`src/ecsd_pkg.sv`:
```
package ecsd_pkg;

  // escape byte and command types
  localparam logic [7:0] ESC_BYTE     = 8'hFF;
  localparam logic [7:0] TYPE_WINSIZE = 8'd1;
  localparam logic [7:0] TYPE_PING    = 8'd2;
  localparam logic [7:0] TYPE_PONG    = 8'd3;

  // escape_count codes
  localparam logic [2:0] CNT_IDLE = 3'd0;
  localparam logic [2:0] CNT_ESC  = 3'd1;
  localparam logic [2:0] CNT_PAY0 = 3'd2;
  localparam logic [2:0] CNT_LAST = 3'd5;
  localparam logic [2:0] SEQ_LEN  = 3'd6;

  // result kinds
  localparam logic [2:0] KIND_DATA    = 3'd0;
  localparam logic [2:0] KIND_WINSIZE = 3'd1;
  localparam logic [2:0] KIND_PING    = 3'd2;
  localparam logic [2:0] KIND_PONG    = 3'd3;
  localparam logic [2:0] KIND_ERROR   = 3'd4;

  typedef struct packed {
    logic       valid;
    logic [7:0] value;
  } in_item_t;

  typedef struct packed {
    logic [2:0]  kind;
    logic [7:0]  data_byte;
    logic [31:0] cookie;
    logic [15:0] rows;
    logic [15:0] cols;
  } result_t;

  typedef struct packed {
    logic    push;
    result_t res;
  } res_item_t;

endpackage

```
`src/escape_command_stream_decoder_core.sv`:
```
// escape command stream decoder
// input channel: one byte of the escaped stream per item on in_byte_i,
//   taken at a clock edge with in_valid_i high and in_stall_o low
// output channel: one result item per out_valid_o edge with out_stall_i
//   low; kind_o says data byte, window size, ping, pong or bad command,
//   and the fields that do not belong to that kind read zero
// bytes of an escape sequence that is not yet complete give no result
// a result is offered from the result register once the byte completing
//   it has passed the input register and the decode into the result
//   register
// throughput: one byte per cycle while no result waits for the output slot,
//   set by the single decode step between the input and result registers
// a stalled receiver holds the result register; bytes that give no
//   result keep flowing, and the first one that needs the output slot
//   waits in the input register, raising in_stall_o
// reset clears both valid bits and returns the sequence counter to idle
module escape_command_stream_decoder_core (
  input  logic        clk_i,
  input  logic        rst_ni,
  input  logic        in_valid_i,
  output logic        in_stall_o,
  input  logic [7:0]  in_byte_i,
  output logic        out_valid_o,
  input  logic        out_stall_i,
  output logic [2:0]  kind_o,
  output logic [7:0]  data_byte_o,
  output logic [31:0] cookie_o,
  output logic [15:0] rows_o,
  output logic [15:0] cols_o
);
  import ecsd_pkg::*;

  in_item_t  item;     // byte waiting in the input register
  res_item_t res_item; // decoded result and its push strobe
  result_t   res;      // result register contents
  logic      adv;      // held byte moves through the decoder this cycle
  logic      out_free; // result register can take a new item

  ecsd_in_reg u_in_reg (
    .clk_i      (clk_i),
    .rst_ni     (rst_ni),
    .in_valid_i (in_valid_i),
    .in_stall_o (in_stall_o),
    .in_byte_i  (in_byte_i),
    .adv_i      (adv),
    .item_o     (item)
  );

  // sequence state and the per-byte decode
  ecsd_decode u_decode (
    .clk_i      (clk_i),
    .rst_ni     (rst_ni),
    .item_i     (item),
    .out_free_i (out_free),
    .adv_o      (adv),
    .res_o      (res_item)
  );

  ecsd_out_reg u_out_reg (
    .clk_i       (clk_i),
    .rst_ni      (rst_ni),
    .res_i       (res_item),
    .out_free_o  (out_free),
    .out_valid_o (out_valid_o),
    .out_stall_i (out_stall_i),
    .res_o       (res)
  );

  assign kind_o      = res.kind;
  assign data_byte_o = res.data_byte;
  assign cookie_o    = res.cookie;
  assign rows_o      = res.rows;
  assign cols_o      = res.cols;

endmodule

```
`src/ecsd_in_reg.sv`:
```
module ecsd_in_reg (
  input  logic              clk_i,
  input  logic              rst_ni,
  input  logic              in_valid_i,
  output logic              in_stall_o,
  input  logic [7:0]        in_byte_i,
  input  logic              adv_i,
  output ecsd_pkg::in_item_t item_o
);
  import ecsd_pkg::*;

  logic       valid_q;
  logic [7:0] value_q;

  // hold the byte only while it cannot move into the decoder
  assign in_stall_o = valid_q && !adv_i;

  always_ff @(posedge clk_i or negedge rst_ni) begin
    if (!rst_ni) begin
      valid_q <= 1'b0;
    end else if (!in_stall_o) begin
      valid_q <= in_valid_i;
    end
  end

  always_ff @(posedge clk_i) begin
    if (!in_stall_o && in_valid_i) begin
      value_q <= in_byte_i;
    end
  end

  assign item_o.valid = valid_q;
  assign item_o.value = value_q;

endmodule

```
`src/ecsd_decode.sv`:
```
module ecsd_decode (
  input  logic                clk_i,
  input  logic                rst_ni,
  input  ecsd_pkg::in_item_t  item_i,
  input  logic                out_free_i,
  output logic                adv_o,
  output ecsd_pkg::res_item_t res_o
);
  import ecsd_pkg::*;

  logic [2:0]  cnt_q, cnt_d;
  logic [1:0]  cmd_q, cmd_d;
  logic [31:0] pay_q, pay_d;
  logic [31:0] shifted;
  logic [7:0]  b;
  logic        res_valid;
  result_t     res;

  assign b       = item_i.value;
  assign shifted = {pay_q[23:0], b};

  always_comb begin
    cnt_d     = cnt_q;
    cmd_d     = cmd_q;
    pay_d     = pay_q;
    res_valid = 1'b0;
    res       = '0;
    if (cnt_q == CNT_IDLE || cnt_q >= SEQ_LEN) begin
      if (b != ESC_BYTE) begin
        cnt_d         = CNT_IDLE;
        res_valid     = 1'b1;
        res.kind      = KIND_DATA;
        res.data_byte = b;
      end else begin
        cnt_d = CNT_ESC;
      end
    end else if (cnt_q == CNT_ESC) begin
      if (b == ESC_BYTE) begin
        cnt_d         = CNT_IDLE;
        res_valid     = 1'b1;
        res.kind      = KIND_DATA;
        res.data_byte = ESC_BYTE;
      end else if (b == TYPE_WINSIZE || b == TYPE_PING || b == TYPE_PONG) begin
        cmd_d = b[1:0];
        pay_d = '0;
        cnt_d = CNT_PAY0;
      end else begin
        cnt_d     = CNT_IDLE;
        res_valid = 1'b1;
        res.kind  = KIND_ERROR;
      end
    end else begin
      pay_d = shifted;
      if (cnt_q == CNT_LAST) begin
        cnt_d     = CNT_IDLE;
        res_valid = 1'b1;
        case (cmd_q)
          TYPE_WINSIZE[1:0]: begin
            res.kind = KIND_WINSIZE;
            res.rows = shifted[31:16];
            res.cols = shifted[15:0];
          end
          TYPE_PING[1:0]: begin
            res.kind   = KIND_PING;
            res.cookie = shifted;
          end
          default: begin
            res.kind   = KIND_PONG;
            res.cookie = shifted;
          end
        endcase
      end else begin
        cnt_d = cnt_q + 3'd1;
      end
    end
  end

  // a byte with no result never waits for the output slot
  assign adv_o      = item_i.valid && (!res_valid || out_free_i);
  assign res_o.push = adv_o && res_valid;
  assign res_o.res  = res;

  always_ff @(posedge clk_i or negedge rst_ni) begin
    if (!rst_ni) begin
      cnt_q <= CNT_IDLE;
      cmd_q <= '0;
    end else if (adv_o) begin
      cnt_q <= cnt_d;
      cmd_q <= cmd_d;
    end
  end

  always_ff @(posedge clk_i) begin
    if (adv_o) begin
      pay_q <= pay_d;
    end
  end

endmodule

```
`src/ecsd_out_reg.sv`:
```
module ecsd_out_reg (
  input  logic                clk_i,
  input  logic                rst_ni,
  input  ecsd_pkg::res_item_t res_i,
  output logic                out_free_o,
  output logic                out_valid_o,
  input  logic                out_stall_i,
  output ecsd_pkg::result_t   res_o
);
  import ecsd_pkg::*;

  logic    valid_q;
  result_t res_q;

  assign out_free_o = !valid_q || !out_stall_i;

  always_ff @(posedge clk_i or negedge rst_ni) begin
    if (!rst_ni) begin
      valid_q <= 1'b0;
    end else if (res_i.push) begin
      valid_q <= 1'b1;
    end else if (!out_stall_i) begin
      valid_q <= 1'b0;
    end
  end

  always_ff @(posedge clk_i) begin
    if (res_i.push) begin
      res_q <= res_i.res;
    end
  end

  assign out_valid_o = valid_q;
  assign res_o       = res_q;

endmodule

```
`config.mk`:
```
export PLATFORM = sky130hd
export DESIGN_NAME = escape_command_stream_decoder_core
export DESIGN_NICKNAME = d
export VERILOG_FILES = /design/src/ecsd_pkg.sv /design/src/escape_command_stream_decoder_core.sv /design/src/ecsd_in_reg.sv /design/src/ecsd_decode.sv /design/src/ecsd_out_reg.sv
export SDC_FILE = /design/constraint.sdc
export NUM_CORES = 1
export LEC_CHECK = 0
export ABC_CLOCK_PERIOD_IN_PS = 13800
export CORE_ASPECT_RATIO = 0.8
export CORE_MARGIN = 5
export CORE_UTILIZATION = 40
export CTS_BUF_LIST = sky130_fd_sc_hd__clkbuf_8
export DETAILED_ROUTE_END_ITERATION = 12
export DONT_BUFFER_PORTS = 1
export GPL_ROUTABILITY_DRIVEN = 0
export PLACE_DENSITY = 0.58
export SETUP_SLACK_MARGIN = 0.3
export SLEW_MARGIN = 0
export SYNTH_ARGS = -nofsm -noshare
export SYNTH_HDL_FRONTEND = slang
export SYNTH_SLANG_ARGS = --single-unit
```
`constraint.sdc`:
```
create_clock -name clk_i -period 13.8 [get_ports clk_i]
set_clock_uncertainty 0.05 [all_clocks]
set_input_delay 2.76 -clock clk_i [delete_from_list [all_inputs] [get_ports clk_i]]
set_output_delay 2.76 -clock clk_i [all_outputs]
set_load 0.005 [all_outputs]
```
* Word-level counts from Yosys, hierarchy flattened
Cells that the tools add are included.
Word-level totals: register bits 114, input bits 12, output and inout port bits 77
Cells by class: add/subtract/negate cells 1, $lt $le $gt $ge 1, equal/unequal tests 12, mux-type cells 26, bitwise logic cells 4, reductions and logical operators 19
Operators with widths (number):
- $mux W24 | 3
- $mux W3 | 8
- $mux W8 | 3
- $eq A8 B2 Y1 const B | 2
- $mux W11 | 1
- $mux W1 | 9
- $eq A8 B1 Y1 const B | 1
- $eq A8 B8 Y1 const B | 1
- $ne A8 B8 Y1 const B | 1
- $reduce_or A4 Y1 | 2
- $logic_not A1 Y1 | 5
- $logic_or A1 B1 Y1 | 5
- $reduce_and A5 Y1 | 1
- $logic_and A1 B1 Y1 | 4
- $ne A2 B2 Y1 const B | 2
- $not A1 Y1 | 4
- $pmux W2 S2 | 1
- $reduce_and A4 Y1 | 1
- $add A3 B1 Y3 const B | 1
- $eq A3 B1 Y1 const B | 1
- $eq A3 B3 Y1 const B | 1
- $ge A3 B3 Y1 const B | 1
- $logic_not A3 Y1 | 1
- $eq A2 B1 Y1 const B | 1
- 3 further kinds | 3

* Longest topological paths before layout
Gate-level depths: netlist (run 1).
depth in word-level cells 14, depth in mapped cells 6, depth with buffers taken out 4

* By module
A second synthesis (run 1) with hierarchy kept.
Second synthesis, totals: cell total of the unflattened synthesis 308, area total of the unflattened synthesis 4533.1 um^2
Modules (own cells, without submodules):
- ecsd_out_reg | instances 1, cells each 78, area each 2288.4 um^2
- ecsd_decode | instances 1, cells each 216, area each 1939.4 um^2
- ecsd_in_reg | instances 1, cells each 14, area each 305.3 um^2

* Worst setup path after synthesis (run 1)
Ideal clock, no wire load.
path type input-to-reg, start in out_stall_i, end reg u_out_reg.res_q, in the netlist u_out_reg.res_o[0], enable pin, library setup time 533 ps, data arrival time 6415 ps, setup slack 6802 ps, cell stages on the path 1, path buffers 0, cell sequence a21oi_1
Between the ends: longest elaborated chain between the ends 5
Ends and longest elaborated chain:
- from (decl) | line escape_command_stream_decoder_core.sv:24 | input logic out_stall_i,
- $logic_not A1 Y1 | line ecsd_out_reg.sv:15 | assign out_free_o = !valid_q || !out_stall_i;
- $logic_or A1 B1 Y1 | line ecsd_out_reg.sv:15
- $logic_or A1 B1 Y1 | line ecsd_decode.sv:79 | assign adv_o = item_i.valid && (!res_valid || out_free_i);
- $logic_and A1 B1 Y1 | line ecsd_decode.sv:79
- $logic_and A1 B1 Y1 | line ecsd_decode.sv:80 | assign res_o.push = adv_o && res_valid;
- to (signal assigned) | line ecsd_out_reg.sv:29 | res_q <= res_i.res;
- to (decl) | line ecsd_out_reg.sv:13 | result_t res_q;
Every way passes these cells. A chain may end at the register's enable or synchronous reset.

* Worst setup path after layout (run 1)
start in out_stall_i, end out in_stall_o
Between the ends: longest elaborated chain between the ends 6
Ends and longest elaborated chain:
- $logic_not A1 Y1 | line ecsd_out_reg.sv:15
- $logic_or A1 B1 Y1 | line ecsd_out_reg.sv:15
- $logic_or A1 B1 Y1 | line ecsd_decode.sv:79
- $logic_and A1 B1 Y1 | line ecsd_decode.sv:79
- $logic_not A1 Y1 | line ecsd_in_reg.sv:16 | assign in_stall_o = valid_q && !adv_i;
- $logic_and A1 B1 Y1 | line ecsd_in_reg.sv:16
- to (decl) | line escape_command_stream_decoder_core.sv:21 | output logic in_stall_o,
Every way passes these cells.

==> results of run 1 <==
power by group through the flow:
stage | sequential, mW | combinational, mW | clock [mW]
floorplan | 0.549 | 0.0958 | 0
global placement | 0.568 | 0.124 | 0
detailed placement | 0.568 | 0.127 | 0
CTS | 0.563 | 0.127 | 0.334
global route | 0.571 | 0.138 | 0.351
finish | 0.558 | 0.123 | 0.324
cell type report:
| cell class | count | area [um2] | share of cell area, % |
|---|---|---|---|
| well taps | 144 | 180 | 3.58 |
| multi-input cells | 147 | 1010 | 20.0 |
| repair buffers | 4 | 30.0 | 0.596 |
| inverters | 3 | 11.3 | 0.224 |
| clock buffers | 17 | 234 | 4.65 |
| clock inverters | 15 | 184 | 3.65 |
| flip-flops and latches | 114 | 3390 | 67.3 |
cells by family (layout without fill, tap and decap cells):
family | count (synthesis) | after routing | synth area share, %
muxes | 2 | 2 | 0.680
AOI/OAI and AO/OA | 27 | 27 | 5.04
DFF | 114 | 114 | 76.7
and+or+nand+nor | 118 | 118 | 16.3
buffers and inverters | 14 | 39 | 1.22
per-stage QoR:
stage	power, mW	hold WS, ps	instance area (um2)	setup slack, ps	cells
2_1_floorplan	0.645	455	4420	6800	275
3_3_place_gp	0.691	474	4620	7980	412
3_5_place_dp	0.695	479	4620	7980	412
4_1_cts	1.02	488	5030	7980	444
5_1_grt	1.06	520	5030	7950	444
6_report	1.01	487	5030	7990	444
per-layer routing:
metal  wire length (um)  vias to the layer above
li1                   -                     1018
met1               3690                     1041
met2               3660                       81
met3                845                        7
met4                 57                        0
met5                  0                        -
how the worst max path moves through the flow:
stage / start / end / slack [ps]
after floorplan: out_stall_i / u_out_reg.res_o[0] / 6800
after global placement: out_stall_i / in_stall_o / 7980
after detailed placement: out_stall_i / in_stall_o / 7980
after CTS: out_stall_i / in_stall_o / 7980
after global routing: out_stall_i / in_stall_o / 7950
final: out_stall_i / in_stall_o / 7990
flip-flops by register name, summed over array words and instances, names as in the netlist:
register / count
u_out_reg.res_o: 75
u_decode.pay_q: 24
u_in_reg.value_q: 8
u_decode.cnt_q: 3
u_decode.cmd_q: 2
u_in_reg.valid_q: 1
u_out_reg.out_valid_o: 1
cells in the final DEF, fill, tap and decap left out, types with 2 or more instances in the layout:
master | Yosys | routed
sky130_fd_sc_hd__a21o_1 | 8 | 8
sky130_fd_sc_hd__a21o_2 | 2 | 2
sky130_fd_sc_hd__a21oi_2 | 1 | 2
sky130_fd_sc_hd__and2_1 | 86 | 86
sky130_fd_sc_hd__and2_2 | 3 | 3
sky130_fd_sc_hd__buf_4 | 0 | 4
sky130_fd_sc_hd__bufinv_16 | 0 | 3
sky130_fd_sc_hd__clkbuf_8 | 0 | 17
sky130_fd_sc_hd__clkinv_4 | 0 | 5
sky130_fd_sc_hd__clkinvlp_4 | 0 | 2
sky130_fd_sc_hd__dfrtp_1 | 7 | 7
sky130_fd_sc_hd__edfxtp_1 | 107 | 107
sky130_fd_sc_hd__inv_1 | 3 | 3
sky130_fd_sc_hd__inv_6 | 0 | 3
sky130_fd_sc_hd__mux2_4 | 2 | 2
sky130_fd_sc_hd__nand2_1 | 8 | 8
sky130_fd_sc_hd__nand4_1 | 2 | 2
sky130_fd_sc_hd__nor2_1 | 6 | 6
sky130_fd_sc_hd__nor2b_1 | 2 | 2
sky130_fd_sc_hd__nor3_1 | 3 | 2
sky130_fd_sc_hd__nor3_2 | 2 | 3
sky130_fd_sc_hd__o22ai_1 | 2 | 2
sky130_fd_sc_hd__o2bb2ai_1 | 2 | 2
==> impl_metrics.toml, run 1 <==
[outcome]
status = "complete, no violations"

[clock_network]
clk_transition_reported_paths_ps = 80
cts_inserted_buffers = 17
cts_tree = "built"
clk-insertion-delay-late_ps = 410
tritoncts_num_sinks = 114
max-clock-path-buffers = 2
clock_tree.root_cell = "sky130_fd_sc_hd__clkbuf_8"
post_cts_buffers = 0
ctsResizeCount = 0
postCtsHoldBufs = 0
clock_tree.htree_level_count = 4

[critical_path]
r2r_slack_ps = 11260
worstReg2RegStart = "u_decode.cnt_q[1]"
crit_type = "input pin to output port"
cp.buffers_inverters = 0
crit_path_start_kind = "input pin"
crit_path_end_kind = "output port"
reg2regPathDepth = 5
slowest_delay_ps = 180
critical_path_depth = 2
worstPathCellList = "nand3_1 > a21oi_2"
worst_r2r_endpoint = "u_out_reg.res_o[51]"
critical_path.slowest_cell = "sky130_fd_sc_hd__a21oi_2"
worst-path-max-fanout = 4
critPathArrivalTime_ps = 3000
critical-path-top-delay-family = "compound AO/OA/AOI/OAI gates"
cp.required_ps = 10990

[routing]
via_per_inst = 4.84
wl_per_cell_um = 18.6
drt-total-wl_mm = 8.25
detailroute.via_count = 2147
drt-pass1-iter-count = 4
drt_drc_violations_left = 0
route.antenna.remaining_nets = 0
drt_iter0_markers = 123

[final_layout]
layout-area-overhead-vs-synth_pct = 14.0
utilization_pct = 46.4
antenna-diode-count = 0
post_route_cells_drive_above_1_share_pct = 18.3
fill_cells = 959
nNetsFinal = 299

[global_route]
grt_util_met1_pct = 15.8
layer_carrying_the_most_global_route_usage = "met2"
grt_usage_pct = 12.8
antenna_found_initial = 0
vias_in_the_first_global_route = 2243
grt_pass1_wl_mm = 12.7
grt.met2_usage_pct = 18.1
global_route.overflow_total = 0
gr-usage-met3_pct = 8.11
maximum_number_of_pins_on_one_net_before_global_route_repair = 76

[pwr]
share_comb_of_total_power_pct = 12.3
p_sw_share_pct = 28.6
switch_pwr_mw = 0.288
p_int_mw = 0.717
power_frac_clock_pct = 32.2
p_leak_nw = 1.79
seqPwrFrac_pct = 55.5
power_density_nw_per_um2 = 200
irDropWorstVdd_v = 0.000166

[synthesis]
synthesis.area_um2 = 4420
synth_flop_cell = "sky130_fd_sc_hd__edfxtp_1"
ys_async_sr_fraction_pct = 6.14
postSynthNetCount = 287
ys_seq_elements = 114
netlist.top_cell.by_area = "sky130_fd_sc_hd__edfxtp_1"
synth.most_common_cell = "sky130_fd_sc_hd__edfxtp_1"
post_synth_inst_count = 275
top_cells_by_area_synth = "sky130_fd_sc_hd__edfxtp_1 73%, sky130_fd_sc_hd__and2_1 12%, sky130_fd_sc_hd__dfrtp_1 4.0%, sky130_fd_sc_hd__a21o_1 1.4%, sky130_fd_sc_hd__clkbuf_1 0.85%"
synth_edf_count = 107
synth_top_cells_by_count = "107 x sky130_fd_sc_hd__edfxtp_1, 86 x sky130_fd_sc_hd__and2_1, 10 x sky130_fd_sc_hd__clkbuf_1, 8 x sky130_fd_sc_hd__a21o_1, 8 x sky130_fd_sc_hd__nand2_1"
post_synth_num_cell_types = 35
avgSynthCellArea_um2 = 16.1
yosys_warnings = 0
synthDominantCellAreaShare_pct = 72.7
synth.yosys.seq_area_share_pct = 76.7

[timing]
relSlewSlack_pct = 36.6
rsz0062_at_grt = "no"
final_period_minus_worst_setup_slack_ps = 5810
final.period_utilization_pct = 42.1
final-setup-viol-count = 0
hold_viol = 0
achievable-frequency_mhz = 172
fin_setup_tns_ps = 0
slew_viol_final = 0
tightest_slew_ps = 951

[floorplan]
dieArea_um2 = 13300
floorplan.initialDensity_pct = 40.7
area_of_the_placeable_core_um2 = 10800
floorplan.io_pins = 89
floorplan.rows = 34
floorplan.die.height_um = 104
die_x_um = 127

[min_path]
worst_hold_startpoint = "u_decode.pay_q[22]"
min_path_type = "register to register"
worstHoldPathCells = 1
min_to = "u_out_reg.res_o[30]"

[place]
io_buffer_count = 0
hpwlAfterDp_mm = 5.07

[flow_run]
maxCapViolCount = 0
Power figures use the tool's default switching activity.
==> run 2, diff against run 1 <==
--- a/config.mk
+++ b/config.mk
@@ -5,7 +5,7 @@
 export SDC_FILE = /design/constraint.sdc
 export NUM_CORES = 1
 export LEC_CHECK = 0
-export ABC_CLOCK_PERIOD_IN_PS = 13800
+export ABC_CLOCK_PERIOD_IN_PS = 4900
 export CORE_ASPECT_RATIO = 0.8
 export CORE_MARGIN = 5
 export CORE_UTILIZATION = 40
@@ -13,7 +13,7 @@
 export DETAILED_ROUTE_END_ITERATION = 12
 export DONT_BUFFER_PORTS = 1
 export GPL_ROUTABILITY_DRIVEN = 0
-export PLACE_DENSITY = 0.58
+export PLACE_DENSITY = 0.6
 export SETUP_SLACK_MARGIN = 0.3
 export SLEW_MARGIN = 0
 export SYNTH_ARGS = -nofsm -noshare
==> constraint.sdc (replaced) <==
create_clock -name clk_i -period 4.9 [get_ports clk_i]
set_clock_uncertainty 0.05 [all_clocks]
set_input_delay 0.98 -clock clk_i [delete_from_list [all_inputs] [get_ports clk_i]]
set_output_delay 0.98 -clock clk_i [all_outputs]
set_load 0.005 [all_outputs]
==> impl_metrics.toml, run 2 (synthesis gave the netlist of run 1 again) <==
[critical_path]
cp.required_ps = 3870
crit_path_end_kind = "output port"
worstReg2RegStart = "u_decode.cnt_q[0]"
worst_r2r_endpoint = "u_out_reg.res_o[56]"
crit_type = "register to output port"
crit_path_start_kind = "register"
worst-path-max-fanout = 6
critical_path.slowest_cell = "sky130_fd_sc_hd__or4_4"
slowest_delay_ps = 600
r2r_slack_ps = 2140
reg2regPathDepth = 5
critPathArrivalTime_ps = 1930
worstPathCellList = "or4_4 > o41ai_4 > a21oi_2"

[pwr]
p_leak_nw = 1.79
irDropWorstVdd_v = 0.000397
design_power_total_mw = 2.77
power_density_nw_per_um2 = 553

[timing]
tightest_slew_ps = 1030
achievable-frequency_mhz = 338
slew_viol_final = 0
relSlewSlack_pct = 31.0
final_period_minus_worst_setup_slack_ps = 2960
final.period_utilization_pct = 60.4
hold_viol = 0
fin_setup_tns_ps = 0
rsz0062_at_grt = "no"
final-setup-viol-count = 0

[floorplan]
die_x_um = 127
floorplan.io_pins = 89
floorplan.die.height_um = 104
floorplan.rows = 34
floorplan.initialDensity_pct = 40.7
dieArea_um2 = 13300
area_of_the_placeable_core_um2 = 10800

[clock_network]
cts_tree = "built"
clock_tree.htree_level_count = 4
postCtsHoldBufs = 0
clock_tree.root_cell = "sky130_fd_sc_hd__clkbuf_8"
ctsResizeCount = 0
clk_transition_reported_paths_ps = 70
cts_inserted_buffers = 17
post_cts_buffers = 0
tritoncts_num_sinks = 114
clk-insertion-delay-late_ps = 420
max-clock-path-buffers = 2

[routing]
drt-total-wl_mm = 8.02
wl_per_cell_um = 18.1
detailroute.via_count = 2154
drt_iter0_markers = 131
route.antenna.remaining_nets = 0
via_per_inst = 4.86
drt-pass1-iter-count = 4
drt_drc_violations_left = 0

[place]
place_inst = 412
io_buffer_count = 0
placed_area_um2 = 4630
hpwlAfterDp_mm = 5.25

[global_route]
layer_carrying_the_most_global_route_usage = "met2"
grt_pass1_wl_mm = 12.1
grt_usage_pct = 12.3
antenna_found_initial = 0
global_route.overflow_total = 0
vias_in_the_first_global_route = 2122
grt_util_met1_pct = 15.6
grt.met2_usage_pct = 16.9
gr-usage-met3_pct = 6.83
maximum_number_of_pins_on_one_net_before_global_route_repair = 47

[final_layout]
final-instance-count-excl-fill = 443
antenna-diode-count = 0
layout-area-overhead-vs-synth_pct = 13.5
post_route_cells_drive_above_1_share_pct = 17.1
fin_area_um2 = 5010
final_cell_mix = "107 x sky130_fd_sc_hd__edfxtp_1, 86 x sky130_fd_sc_hd__and2_1, 17 x sky130_fd_sc_hd__clkbuf_8"
nNetsFinal = 299
max_reg_flops = 75
layout.cells.most_common = "sky130_fd_sc_hd__edfxtp_1"

[outcome]
status = "complete, no violations"

[flow_run]
maxCapViolCount = 0

[min_path]
min_path_type = "input pin to async pin"
run 2: how the worst max path moves through the flow:
stage	slack (ps)	depth (start not counted)	from	to
6_report	1940	3	u_in_reg.value_q[3]	in_stall_o
5_1_grt	1860	3	u_in_reg.value_q[3]	in_stall_o
4_1_cts	1920	3	u_in_reg.value_q[3]	in_stall_o
3_5_place_dp	2140	5	u_in_reg.value_q[1]	u_out_reg.res_o[61]
3_3_place_gp	2220	5	u_decode.cnt_q[0]	u_out_reg.res_o[63]
2_1_floorplan	1210	5	u_decode.cnt_q[0]	u_out_reg.res_o[0]
run 2: layer usage:
metal / wire, um / vias up / part of all wire, %
li1: - / 1016 / -
met1: 3490 / 1040 / 44
met2: 3580 / 86 / 45
met3: 834 / 12 / 10
met4: 116 / 0 / 1.4
met5: 0 / - / 0
run 2: worst max-delay path, delay by kind of cell (launching register included):
| kind | cells | cell delay [ps] |
|---|---|---|
| compound gates | 2 | 450 |
| flops | 1 | 460 |
| simple gates | 1 | 600 |
run 2: where the power goes:
group	internal, mW	switching [mW]	total (mW)
Sequential	1.40	0.165	1.57
Combinational	0.116	0.242	0.358
Clock	0.488	0.354	0.842
Total	2.01	0.760	2.77
run 2: area by class of cell:
| type | count | area, um2 |
|---|---|---|
| fill | 958 | 5840 |
| sequential | 114 | 3390 |
| multi-input combinational | 147 | 1010 |
| clock buffer | 17 | 234 |
| tap | 144 | 180 |
| clock inverter | 14 | 148 |
| timing repair buffer | 4 | 42.5 |
| inverter | 3 | 11.3 |
run 2: metrics by stage:
step	util [%]	worst slack (ps)	hold WS, ps
after floorplan	-	1210	455
after global placement	42.7	2220	479
after detailed placement	42.7	2140	480
after CTS	46.2	1920	168
after global routing	46.2	1860	163
final	46.2	1940	193
